**src/rsi_pkg.sv**
```systemverilog
// shared constants and types for the radix string to int64 parser
package rsi_pkg;

    localparam int ALPHABET_DEPTH = 64;
    localparam int ALPHA_IDX_W    = $clog2(ALPHABET_DEPTH);
    localparam int CHAR_W         = 8;
    localparam int BASE_W         = 7;
    localparam int VALUE_W        = 64;
    localparam int MAG_W          = VALUE_W - 1;
    localparam int PROD_W         = MAG_W + BASE_W + 1;

    typedef logic [CHAR_W-1:0]      t_char;
    typedef logic [ALPHA_IDX_W-1:0] t_alpha_idx;
    typedef logic [BASE_W-1:0]      t_base;
    typedef logic [MAG_W-1:0]       t_mag;
    typedef logic [PROD_W-1:0]      t_prod;

    localparam logic OP_PARSE       = 1'b0;
    localparam logic OP_ALPHA_WRITE = 1'b1;

    localparam t_base BASE_RESET = t_base'(10);
    localparam t_base BASE_CAP   = t_base'(ALPHABET_DEPTH);

    localparam t_char CHAR_NUL   = 8'h00;
    localparam t_char CHAR_TAB   = 8'h09;
    localparam t_char CHAR_CR    = 8'h0D;
    localparam t_char CHAR_SPACE = 8'h20;
    localparam t_char CHAR_PLUS  = 8'h2B;
    localparam t_char CHAR_MINUS = 8'h2D;

    localparam logic [VALUE_W-1:0] VALUE_MIN  = {1'b1, {(VALUE_W-1){1'b0}}};
    localparam logic [VALUE_W-1:0] ALL_ONES   = {VALUE_W{1'b1}};
    localparam t_prod              PROD_MIN   = t_prod'(VALUE_MIN);

endpackage

```
**src/radix_string_to_int64.sv**
```systemverilog
// radix_string_to_int64: signed 64-bit integer parser over a loaded digit alphabet
//
// Takes one beat per cycle with no bubbles unless stalled. Alphabet writes complete as
// the beat is accepted; a character beat has its alphabet match (64 parallel compares
// and a lowest-match pick) done on the way into the input register, then the sign,
// phase, and a 63x7 multiply-add run from it into the parser state and result register.
// A result passes through the input register, then the result register, which decouples
// the two sides: if it is full and stalled and a beat waits in the input, the input stalls.
// The base register may be written only while the block is idle.
module radix_string_to_int64 (
    input  logic                             i_clk,
    input  logic                             i_rst_n,
    input  logic                             i_valid,
    output logic                             o_stall,
    input  logic                             i_operation,
    input  logic [rsi_pkg::CHAR_W-1:0]       i_char_code,
    input  logic [rsi_pkg::ALPHA_IDX_W-1:0]  i_alphabet_index,
    input  logic                             i_first,
    output logic                             o_valid,
    input  logic                             i_stall,
    output logic signed [rsi_pkg::VALUE_W-1:0] o_value,
    input  logic                             i_cfg_valid,
    output logic                             o_cfg_ready,
    input  logic [rsi_pkg::BASE_W-1:0]       i_cfg_data
);

    typedef enum logic [1:0] {
        PH_SKIP   = 2'd0,
        PH_DIGITS = 2'd1,
        PH_DONE   = 2'd2
    } t_phase;

    // alphabet, no reset
    rsi_pkg::t_char r_alpha [rsi_pkg::ALPHABET_DEPTH];

    rsi_pkg::t_base r_base;

    logic                  r_s1_valid;
    rsi_pkg::t_char        r_s1_char;
    logic                  r_s1_first;
    logic                  r_s1_dvalid;
    rsi_pkg::t_alpha_idx   r_s1_digit;

    t_phase                r_phase;
    logic                  r_neg;
    rsi_pkg::t_mag         r_acc;

    logic                  r_out_valid;
    logic [rsi_pkg::VALUE_W-1:0] r_out_value;

    logic                  in_accept;
    logic                  out_free;
    logic                  s1_fire;

    rsi_pkg::t_base        eff_base;
    logic [rsi_pkg::ALPHABET_DEPTH-1:0] match;
    logic [rsi_pkg::ALPHABET_DEPTH-1:0] low_match;
    rsi_pkg::t_alpha_idx   n_digit;
    logic                  n_dvalid;

    t_phase                ph_eff;
    logic                  neg_eff;
    rsi_pkg::t_mag         acc_eff;
    logic                  is_space;
    logic                  is_sign;
    rsi_pkg::t_prod        full;
    t_phase                n_phase;
    logic                  n_neg;
    rsi_pkg::t_mag         n_acc;
    logic                  s1_emit;
    logic [rsi_pkg::VALUE_W-1:0] emit_value;

    assign out_free    = !r_out_valid || !i_stall;
    assign s1_fire     = r_s1_valid && out_free;
    assign o_stall     = r_s1_valid && !out_free;
    assign in_accept   = i_valid && !o_stall;
    assign o_cfg_ready = 1'b1;
    assign o_valid     = r_out_valid;
    assign o_value     = r_out_value;

    // alphabet match against the incoming character
    assign eff_base = (r_base > rsi_pkg::BASE_CAP) ? rsi_pkg::BASE_CAP : r_base;

    always_comb begin
        for (int i = 0; i < rsi_pkg::ALPHABET_DEPTH; i++) begin
            match[i] = (r_alpha[i] == i_char_code) && (rsi_pkg::t_base'(i) < eff_base);
        end
        low_match = match & (~match + {{(rsi_pkg::ALPHABET_DEPTH-1){1'b0}}, 1'b1});
        n_digit   = '0;
        for (int i = 0; i < rsi_pkg::ALPHABET_DEPTH; i++) begin
            if (low_match[i]) begin
                n_digit = n_digit | rsi_pkg::t_alpha_idx'(i);
            end
        end
        n_dvalid = (|match) && (i_char_code != rsi_pkg::CHAR_NUL);
    end

    // parser step
    always_comb begin
        ph_eff   = r_s1_first ? PH_SKIP : r_phase;
        neg_eff  = r_s1_first ? 1'b0 : r_neg;
        acc_eff  = r_s1_first ? '0 : r_acc;
        is_space = (r_s1_char == rsi_pkg::CHAR_SPACE) ||
                   ((r_s1_char >= rsi_pkg::CHAR_TAB) && (r_s1_char <= rsi_pkg::CHAR_CR));
        is_sign  = (r_s1_char == rsi_pkg::CHAR_PLUS) || (r_s1_char == rsi_pkg::CHAR_MINUS);
        full     = rsi_pkg::t_prod'(acc_eff) * rsi_pkg::t_prod'(eff_base)
                   + rsi_pkg::t_prod'(r_s1_digit);
        n_phase    = ph_eff;
        n_neg      = neg_eff;
        n_acc      = acc_eff;
        s1_emit    = 1'b0;
        emit_value = '0;
        case (ph_eff)
            PH_SKIP, PH_DIGITS: begin
                if (ph_eff == PH_SKIP && is_space) begin
                    n_phase = PH_SKIP;
                end else if (ph_eff == PH_SKIP && is_sign) begin
                    n_phase = PH_DIGITS;
                    n_neg   = (r_s1_char == rsi_pkg::CHAR_MINUS);
                end else if (!r_s1_dvalid) begin
                    n_phase    = PH_DONE;
                    s1_emit    = 1'b1;
                    emit_value = neg_eff ? (rsi_pkg::VALUE_W'(0) - {1'b0, acc_eff})
                                         : {1'b0, acc_eff};
                end else if (|full[rsi_pkg::PROD_W-1:rsi_pkg::MAG_W]) begin
                    // magnitude past the positive limit
                    n_phase = PH_DONE;
                    s1_emit = 1'b1;
                    if (neg_eff && full == rsi_pkg::PROD_MIN) begin
                        emit_value = rsi_pkg::VALUE_MIN;
                    end else begin
                        emit_value = neg_eff ? '0 : rsi_pkg::ALL_ONES;
                    end
                end else begin
                    n_phase = PH_DIGITS;
                    n_acc   = full[rsi_pkg::MAG_W-1:0];
                end
            end
            default: begin
                n_phase = ph_eff;
            end
        endcase
    end

    always_ff @(posedge i_clk) begin
        if (in_accept && i_operation == rsi_pkg::OP_ALPHA_WRITE) begin
            r_alpha[i_alphabet_index] <= i_char_code;
        end
    end

    always_ff @(posedge i_clk) begin
        if (!i_rst_n) begin
            r_base      <= rsi_pkg::BASE_RESET;
            r_s1_valid  <= 1'b0;
            r_out_valid <= 1'b0;
            r_phase     <= PH_SKIP;
            r_neg       <= 1'b0;
            r_acc       <= '0;
        end else begin
            if (i_cfg_valid && o_cfg_ready) begin
                r_base <= i_cfg_data;
            end
            if (in_accept) begin
                r_s1_valid <= (i_operation == rsi_pkg::OP_PARSE);
            end else if (s1_fire) begin
                r_s1_valid <= 1'b0;
            end
            if (s1_fire) begin
                r_phase <= n_phase;
                r_neg   <= n_neg;
                r_acc   <= n_acc;
            end
            if (s1_fire && s1_emit) begin
                r_out_valid <= 1'b1;
            end else if (!i_stall) begin
                r_out_valid <= 1'b0;
            end
        end
    end

    always_ff @(posedge i_clk) begin
        if (in_accept) begin
            r_s1_char   <= i_char_code;
            r_s1_first  <= i_first;
            r_s1_dvalid <= n_dvalid;
            r_s1_digit  <= n_digit;
        end
        if (s1_fire && s1_emit) begin
            r_out_value <= emit_value;
        end
    end

    // blocked character beat stays in the input register
    assert property (@(posedge i_clk) disable iff (!i_rst_n)
        r_s1_valid && !out_free |=> r_s1_valid)
        else $error("character beat dropped while blocked");

    // skip phase always starts from a clean magnitude and sign
    assert property (@(posedge i_clk) disable iff (!i_rst_n)
        r_phase == PH_SKIP |-> (r_acc == '0 && !r_neg))
        else $error("stale accumulator in skip phase");

    // a result beat follows every emitting parser step
    assert property (@(posedge i_clk) disable iff (!i_rst_n)
        s1_fire && s1_emit |=> o_valid)
        else $error("emitted result not presented");

    // a registered digit never comes from a nul byte
    assert property (@(posedge i_clk) disable iff (!i_rst_n)
        r_s1_valid && r_s1_dvalid |-> r_s1_char != rsi_pkg::CHAR_NUL)
        else $error("nul byte matched as digit");

    // once done, only a first-marked beat restarts the parser
    assert property (@(posedge i_clk) disable iff (!i_rst_n)
        r_phase == PH_DONE && s1_fire && !r_s1_first |=> r_phase == PH_DONE)
        else $error("parser left done phase without first mark");

endmodule

```
**config.mk**
```make
export PLATFORM = sky130hd
export DESIGN_NAME = radix_string_to_int64
export DESIGN_NICKNAME = d
export VERILOG_FILES = /design/src/rsi_pkg.sv /design/src/radix_string_to_int64.sv
export SDC_FILE = /design/constraint.sdc
export NUM_CORES = 2
export LEC_CHECK = 0
export BUFFER_PORTS_ARGS = -buffer_cell sky130_fd_sc_hd__clkbuf_2
export CAP_MARGIN = 20
export CORE_MARGIN = 4
export CORE_UTILIZATION = 35
export CTS_CLUSTER_SIZE = 16
export DETAILED_ROUTE_END_ITERATION = 7
export PLACE_DENSITY = 0.53
export SYNTH_ARGS = -nofsm -noshare
export SYNTH_HDL_FRONTEND = slang
export SYNTH_SLANG_ARGS = --single-unit
export TNS_END_PERCENT = 5
```
**constraint.sdc**
```tcl
create_clock -name i_clk -period 9.6 [get_ports i_clk]
set_input_delay 0.48 -clock i_clk [delete_from_list [all_inputs] [get_ports i_clk]]
set_output_delay 0.48 -clock i_clk [all_outputs]
set_load 0.005 [all_outputs]
```
# Word-level counts from Yosys, hierarchy flattened
# Memories as Yosys holds them, arrays and structs flattened.
# Index checks and enable logic that the tools add are counted.
dict set report classes {
  bitwise 3
  n_reduce_logical 91
  muxes 158
  mul 1
  eq_ne 73
  order_cmp 67
  add_sub_neg 3
}
# operator n
set op_table {}
lappend op_table {{$mux 64} 22}
lappend op_table {{$mux 63} 18}
lappend op_table {{$eq 8x8->1} 64}
lappend op_table {{$lt 6x7->1 const A} 32}
lappend op_table {{$mux 6} 30}
lappend op_table {{$lt 5x7->1 const A} 16}
lappend op_table {{$mux 5} 16}
lappend op_table {{$logic_and 1x1->1} 74}
lappend op_table {{$add 70x6->71} 1}
lappend op_table {{$eq 71x64->1 const B} 1}
lappend op_table {{$mul 63x7->70} 1}
lappend op_table {{$add 64x1->64 const B} 1}
lappend op_table {{$and 64x64->64} 1}
lappend op_table {{$not 64->64} 1}
lappend op_table {{$reduce_or 64->1} 1}
lappend op_table {{$sub 1x63->64 const A} 1}
lappend op_table {{$lt 4x7->1 const A} 8}
lappend op_table {{$mux 2} 20}
lappend op_table {{$mux 1} 37}
lappend op_table {{$mux 4} 8}
lappend op_table {{$reduce_or 32->1} 1}
lappend op_table {{$lt 3x7->1 const A} 4}
lappend op_table {{$eq 8x6->1 const B} 3}
lappend op_table {{$mux 7} 3}
lappend op_table {{other kinds (19)} 32}
dict set report totals {
  inputBits 28
  mem_count 1
  out_inout_bits 67
  mem_bits_rw 512
  reg_bits 155
  elab_cells 413
}
# memory words width rd rd_clocked_by_memory_dff wr line_no
set memory_table {}
lappend memory_table {r_alpha 64 8 64 0 1 radix_string_to_int64.sv:34} ;# rsi_pkg::t_char r_alpha [rsi_pkg::ALPHABET_DEPTH];

# Logic depth before layout (Yosys ltp)
dict set report logic_depth {
  word_depth 68
  depth_mapped 32
  mapped_depth_nobuf 23
}

# Worst setup path after synthesis
# No wires, ideal clock.
dict set report synth_timing {
  path_kind {register -> register}
  startpoint {register r_base[6]}
  endpoint {register r_out_value (netlist bit o_value[0]) (enable)}
  period_less_slack_ps 8813
  required_ps 9171
  setup_time_ps 429
  n_path_buf 9
  t_arrival_ps 8385
  setup_slack_ps 787
  path_stages_with_launch 28
  cell_sequence {dfxtp_1 clkbuf_1 buf_2 buf_2 clkbuf_1 clkbuf_1 clkbuf_1 nand2b_1 clkbuf_1 clkbuf_1 nor2_1 fa_1 inv_1 fa_1 fa_1 inv_1 fa_1 ha_1 clkbuf_1 nand4_1 nor4_4 nand2_1 or4b_1 and3_1 a21oi_1 nor4b_4 nand3_1 and2_1}
}
dict set report synth_via {
  elab_chain_cells 21
}
# item line_no
set synth_rtl {}
lappend synth_rtl {{start: declaration} radix_string_to_int64.sv:36} ;# rsi_pkg::t_base r_base;
lappend synth_rtl {{start signal: assignment} radix_string_to_int64.sv:153} ;# r_base <= rsi_pkg::BASE_RESET;
lappend synth_rtl {{start signal: assignment} radix_string_to_int64.sv:161} ;# r_base <= i_cfg_data;
lappend synth_rtl {{$gt 7x7->1} radix_string_to_int64.sv:82} ;# assign eff_base = (r_base > rsi_pkg::BASE_CAP) ? rsi_pkg::BASE_CAP : r_base;
lappend synth_rtl {{$mux 7 *} radix_string_to_int64.sv:82}
lappend synth_rtl {{$mul 63x7->70 *} radix_string_to_int64.sv:106} ;# full = rsi_pkg::t_prod'(acc_eff) * rsi_pkg::t_prod'(eff_base)
lappend synth_rtl {{$add 70x6->71 *} radix_string_to_int64.sv:107} ;# + rsi_pkg::t_prod'(r_s1_digit);
lappend synth_rtl {{$reduce_or 8->1 *} radix_string_to_int64.sv:125} ;# end else if (|full[rsi_pkg::PROD_W-1:rsi_pkg::MAG_W]) begin
lappend synth_rtl {{$mux 1 *} radix_string_to_int64.sv:125}
lappend synth_rtl {{$mux 1 *} radix_string_to_int64.sv:120} ;# end else if (!r_s1_dvalid) begin
lappend synth_rtl {{$mux 1 *} radix_string_to_int64.sv:117} ;# end else if (ph_eff == PH_SKIP && is_sign) begin
lappend synth_rtl {{[4 not listed]} -}
lappend synth_rtl {{$mux 1 *} radix_string_to_int64.sv:115} ;# if (ph_eff == PH_SKIP && is_space) begin
lappend synth_rtl {{$mux 1 *} radix_string_to_int64.sv:113} ;# case (ph_eff)
lappend synth_rtl {{$mux 1 *} radix_string_to_int64.sv:117}
lappend synth_rtl {{$mux 1 *} radix_string_to_int64.sv:115}
lappend synth_rtl {{$mux 1 *} radix_string_to_int64.sv:113}
lappend synth_rtl {{$mux 1 *} radix_string_to_int64.sv:115}
lappend synth_rtl {{$mux 1 * (2 in a row)} radix_string_to_int64.sv:113}
lappend synth_rtl {{$logic_and 1x1->1 *} radix_string_to_int64.sv:188} ;# if (s1_fire && s1_emit) begin
lappend synth_rtl {{end signal: assignment} radix_string_to_int64.sv:189} ;# r_out_value <= emit_value;
lappend synth_rtl {{end: declaration} radix_string_to_int64.sv:49} ;# logic [rsi_pkg::VALUE_W-1:0] r_out_value;
# Every way passes the cells marked *; elsewhere a longest branch is shown, timed or not. The select of a mux whose other input is x is not followed.
# A chain may end at the register's enable or synchronous reset.

# Worst setup path in the final report
dict set report layout_timing {
  startpoint {register r_base[6]}
  endpoint {register r_acc[5]}
}
dict set report layout_via {
  elab_chain_cells 22
}
# item line_no
set layout_rtl {}
lappend layout_rtl {{$gt 7x7->1} radix_string_to_int64.sv:82}
lappend layout_rtl {{$mux 7 *} radix_string_to_int64.sv:82}
lappend layout_rtl {{$mul 63x7->70 *} radix_string_to_int64.sv:106}
lappend layout_rtl {{$add 70x6->71 *} radix_string_to_int64.sv:107}
lappend layout_rtl {{$reduce_or 8->1} radix_string_to_int64.sv:125}
lappend layout_rtl {{$mux 63 *} radix_string_to_int64.sv:125}
lappend layout_rtl {{$mux 63 *} radix_string_to_int64.sv:120}
lappend layout_rtl {{$mux 63 *} radix_string_to_int64.sv:117}
lappend layout_rtl {{[5 not listed]} -}
lappend layout_rtl {{$mux 63 *} radix_string_to_int64.sv:113}
lappend layout_rtl {{$mux 63 *} radix_string_to_int64.sv:117}
lappend layout_rtl {{$mux 63 *} radix_string_to_int64.sv:115}
lappend layout_rtl {{$mux 63 *} radix_string_to_int64.sv:113}
lappend layout_rtl {{$mux 63 *} radix_string_to_int64.sv:115}
lappend layout_rtl {{$mux 63 * (2 in a row)} radix_string_to_int64.sv:113}
lappend layout_rtl {{$mux 63 *} radix_string_to_int64.sv:168} ;# if (s1_fire) begin
lappend layout_rtl {{$mux 63 *} radix_string_to_int64.sv:152} ;# if (!i_rst_n) begin
lappend layout_rtl {{end signal: assignment} radix_string_to_int64.sv:171} ;# r_acc <= n_acc;
lappend layout_rtl {{end: declaration} radix_string_to_int64.sv:46} ;# rsi_pkg::t_mag r_acc;
# Marked as above.

==> results.tsv <==
stage	metric	value	unit
outcome	status	finished, final reports clean	
pwr	Reg power frac	47.6	%
yosys	post-synth top area share	37.3	%
route	Routed Wire Length	146	mm
route	DRC viols	0	
die	Die Span Y	377	um
clock_tree	Max H-tree Level	3	
sta	fin crit share	92.6	%
clock_tree	# clock sinks	667	
route	vias per cell	5.39	
placed_design	dpl hpwl	106	mm
sta	Peak Freq	112	MHz
pwr	Comb power frac	7.3	%
clock_tree	CTS max path bufs	3	
die	Std-Cell Rows	135	
grt	initial antenna violation count	1	
yosys	count of cell types in the netlist	101	
sta	setup_tns	0	ns
setup_path	crit path max fanout	34	
job	Max Cap Viol	0	
sta	Final setup viols	0	
die	IO Pins	95	
sta	Min Clock Period, post-route	8.89	ns
cells_and_area	Final nets	5107	
yosys	Synth Net Count	5127	
setup_path	Crit path required time	10.15	ns
yosys	Area contributors post-synth	edfxtp_1 (37%), fa_1 (13%), xnor2_1 (6.6%), xor2_1 (4.6%), nor2_1 (4.4%)	
cells_and_area	Finished Core Util	38.8	%
placed_design	I/O Buffers	93	
clock_tree	Num CTS Buffers	78	
grt	total grt overflow	0	
cells_and_area	Syn-to-layout area delta	10.3	%
sta	RSZ-0062 raised after global routing	false	
clock_tree	clk slew on worst S/H paths	0.06	ns
sta	Max Slew Vio Count	0	
setup_path	CP Launch Type	flop	
placed_design	Post-DP Area	49900	sq um
yosys	combinational family with the most area after synthesis	adder cells	
setup_path	CP Class	flop to flop	
pwr	LEAKAGE	18.9	nW
route	Wirelength per Cell	22.6	um
sta	Fin Hold WS	0.0980	ns
clock_tree	CTS tree	yes	
sta	Final Hold Fails	0	
worst_hold_path	Worst Hold Class	input pin to flop	
cells_and_area	fill cell count	13400	
pwr	clock share of power	45.1	%
placed_design	GPL Wtd Cong	0.977	
sta	Slew @ Worst Pin	1.06	ns
die	Die ar.	142000	sq um
yosys	Mapped Avg Cell Area	10.3	sq um
setup_path	Arr. time, crit path	9.44	ns
clock_tree	Post-CTS Resized	0	
yosys	Synth async-reset ratio	0	%
grt	number of global-route vias before repair	35000	
route	First-pass DRT Iterations	5	
pwr	Sw Share	24.7	%
yosys	Post-Synth Adder-Cell Area	17.0	%
sta	max_slew headroom	29.2	%
yosys	Synth Area in XOR/XNOR	11.3	%
yosys	Post-Syn Instances	4637	
clock_tree	Post-CTS Hold Buffers	0	
grt	first-pass GRT wire length	224	mm
route	Routed Antenna Nets	0	
route	Iteration-0 DRC Markers	2587	
yosys	Synth Area in Simple Gates	16.0	%
clock_tree	Setup Buffers After CTS	0	
cells_and_area	fraction of layout instances using a drive strength above 1	7.18	%
yosys	area leader, netlist	edfxtp_1	
yosys	mux share of post-synthesis cell area	0.407	%
yosys	Syn. warnings	0	
yosys	synthesized cell area	47600	sq um
pwr	Internal	5.04	mW
yosys	sequential cell area fraction in the yosys report	40.5	%
grt	largest net degree at the start of global routing	93	
cells_and_area	Layout Cells excl Fill	6460	
die	initial core utilization	35.2	%
die	Die W	377	um
die	core area	135000	sq um
pwr	switching pwr	1.66	mW
yosys	Post-synth EDFFs	592	
yosys	Synth Area in Compound Gates	10.0	%
pwr	Peak VDD IR	0.171	mV
sta	clk_skew	0.0661	ns
cells_and_area	Design Area, Final	52500	sq um
clock_tree	worst skew pair latency	0.71	ns
yosys	Primary FF master, synth	edfxtp_1	
grt	GR Util All Layers	20.5	%
placed_design	Post-Place Cells	6317	
clock_tree	root buf cell	clkbuf_16	
route	vias	34800	
setup_path	crit path capture type	flop	
pwr	cell area power density	128	nW/um^2
yosys	number of synthesized register bits	667	
cell usage in the layout, fill, tap and decap left out, drive strengths merged, types with 19 or more instances in the layout:
cell | Yosys | final
nand2b | 89 | 89
xnor2 | 361 | 361
nor2b | 70 | 70
xor2 | 251 | 251
and2 | 21 | 21
clkinv | 1 | 40
or3 | 28 | 28
a31oi | 22 | 22
nand4 | 115 | 115
inv | 310 | 311
nor4 | 74 | 74
buf | 101 | 75
nor2 | 556 | 556
nand2 | 356 | 356
ha | 152 | 152
a32o | 20 | 20
fa | 310 | 310
o21a | 26 | 26
edfxtp | 592 | 592
dfxtp | 75 | 75
o21ai | 155 | 155
clkbuf | 157 | 177
nor3 | 86 | 86
a211oi | 34 | 34
a21oi | 260 | 260
nand3 | 68 | 68
o211ai | 27 | 27
o31ai | 19 | 19
a21o | 22 | 22
cells in the mapped netlist, types with 7 or more instances:
library cell,instances
a21boi_0,12
o21a_1,26
xnor2_1,361
o41ai_1,7
edfxtp_1,592
ha_1,152
and2_1,21
a21oi_1,256
or3_1,28
o21ai_1,13
and4_1,17
nor4_1,73
buf_1,19
o31ai_1,19
o21ai_0,140
fa_1,310
dfxtp_1,75
nor4b_1,8
nor2b_1,70
a21o_1,22
a211o_1,9
buf_2,74
o211ai_1,26
a31oi_1,21
xor2_1,251
nand4_1,115
o311a_1,8
or2_2,13
a211oi_1,32
nand2b_1,89
nand4b_1,7
inv_1,310
nand2_1,355
and3_1,14
clkbuf_1,154
a32o_1,20
nand3_1,68
nor3_1,84
nand3b_1,11
mux2i_1,16
or4_1,14
o2111ai_1,14
a311oi_1,17
nor2_1,555
a2111oi_0,8
layout make-up:
class | instances | area [sq um] | area share, %
sequential | 667 | 19300 | 36.7
tap | 1781 | 2230 | 4.25
inverter | 311 | 1170 | 2.22
multi-input combinational | 3399 | 26100 | 49.7
timing repair buffer | 160 | 1110 | 2.12
antenna | 2 | 5.00 | 0.00953
clock buffer | 92 | 2010 | 3.83
clock inverter | 48 | 577 | 1.10
final timing paths:
kind                                     from        end  slack, ns  cells after the start
worst max-delay path                r_base[6]   r_acc[5]       0.71                     22
worst min-delay path            i_cfg_data[1]  r_base[1]        0.1                      3
worst max register to register      r_base[6]   r_acc[5]       0.71                     22
worst min register to register      r_acc[46]  r_acc[46]       0.54                      2
power groups by stage:
stage	Clock [mW]	Sequential [mW]	Combinational (mW)
after global placement	0	3.25	0.493
after floorplan	0	3.25	0.292
after global routing	3.20	3.19	0.530
final	3.02	3.19	0.492
after detailed placement	0	3.25	0.495
after CTS	3.09	3.19	0.496
flip-flops by register name (all words and copies together) (netlist names):
name,cells
r_alpha,512
o_value,64
r_acc,63
r_s1_char,8
r_base,7
r_s1_digit,6
r_phase,2
o_valid,1
r_neg,1
r_s1_dvalid,1
r_s1_first,1
r_s1_valid,1
logic make-up after synthesis:
| family | after synthesis |
|---|---|
| other | 1 |
| AO/OA/AOI/OAI | 733 |
| buffers and inverters | 571 |
| XOR/XNOR | 612 |
| multiplexers | 19 |
| AND/OR/NAND/NOR | 1572 |
| adder cells (fa/ha/maj) | 462 |
| flip-flops | 667 |
worst max-delay path, cell delays in order (launching register included):
cell	delay [ns]
dfxtp_4	0.46
nand2b_2	0.80
buf_4	0.44
nor2_1	0.11
fa_1	0.51
inv_1	0.05
fa_1	0.48
fa_1	0.55
inv_1	0.06
fa_1	0.49
ha_1	0.53
and4_1	0.34
nand3_1	0.13
nor3_1	0.47
o21ai_0	0.36
and2_1	0.33
o221ai_1	0.25
o311ai_1	0.20
or4b_1	0.75
nor2_4	0.71
buf_4	0.38
a21oi_1	0.10
a311oi_1	0.26
metal layers:
metal	track usage, %	up-vias	wire, um	part of all wire, %
met5	0	-	17	0.012
met4	6.86	2	5090	3.5
met3	3.34	277	8080	5.5
met2	33.2	1065	67300	46
met1	28.1	17400	65700	45
li1	-	16100	-	-
metrics by stage:
step	power [mW]	worst slack (ns)
4_1_cts	6.77	0.896
5_1_grt	6.92	0.395
3_5_place_dp	3.74	0.912
2_1_floorplan	3.54	0.787
6_report	6.70	0.710
3_3_place_gp	3.74	0.829
No activity file was read; power rests on OpenSTA's default activity.
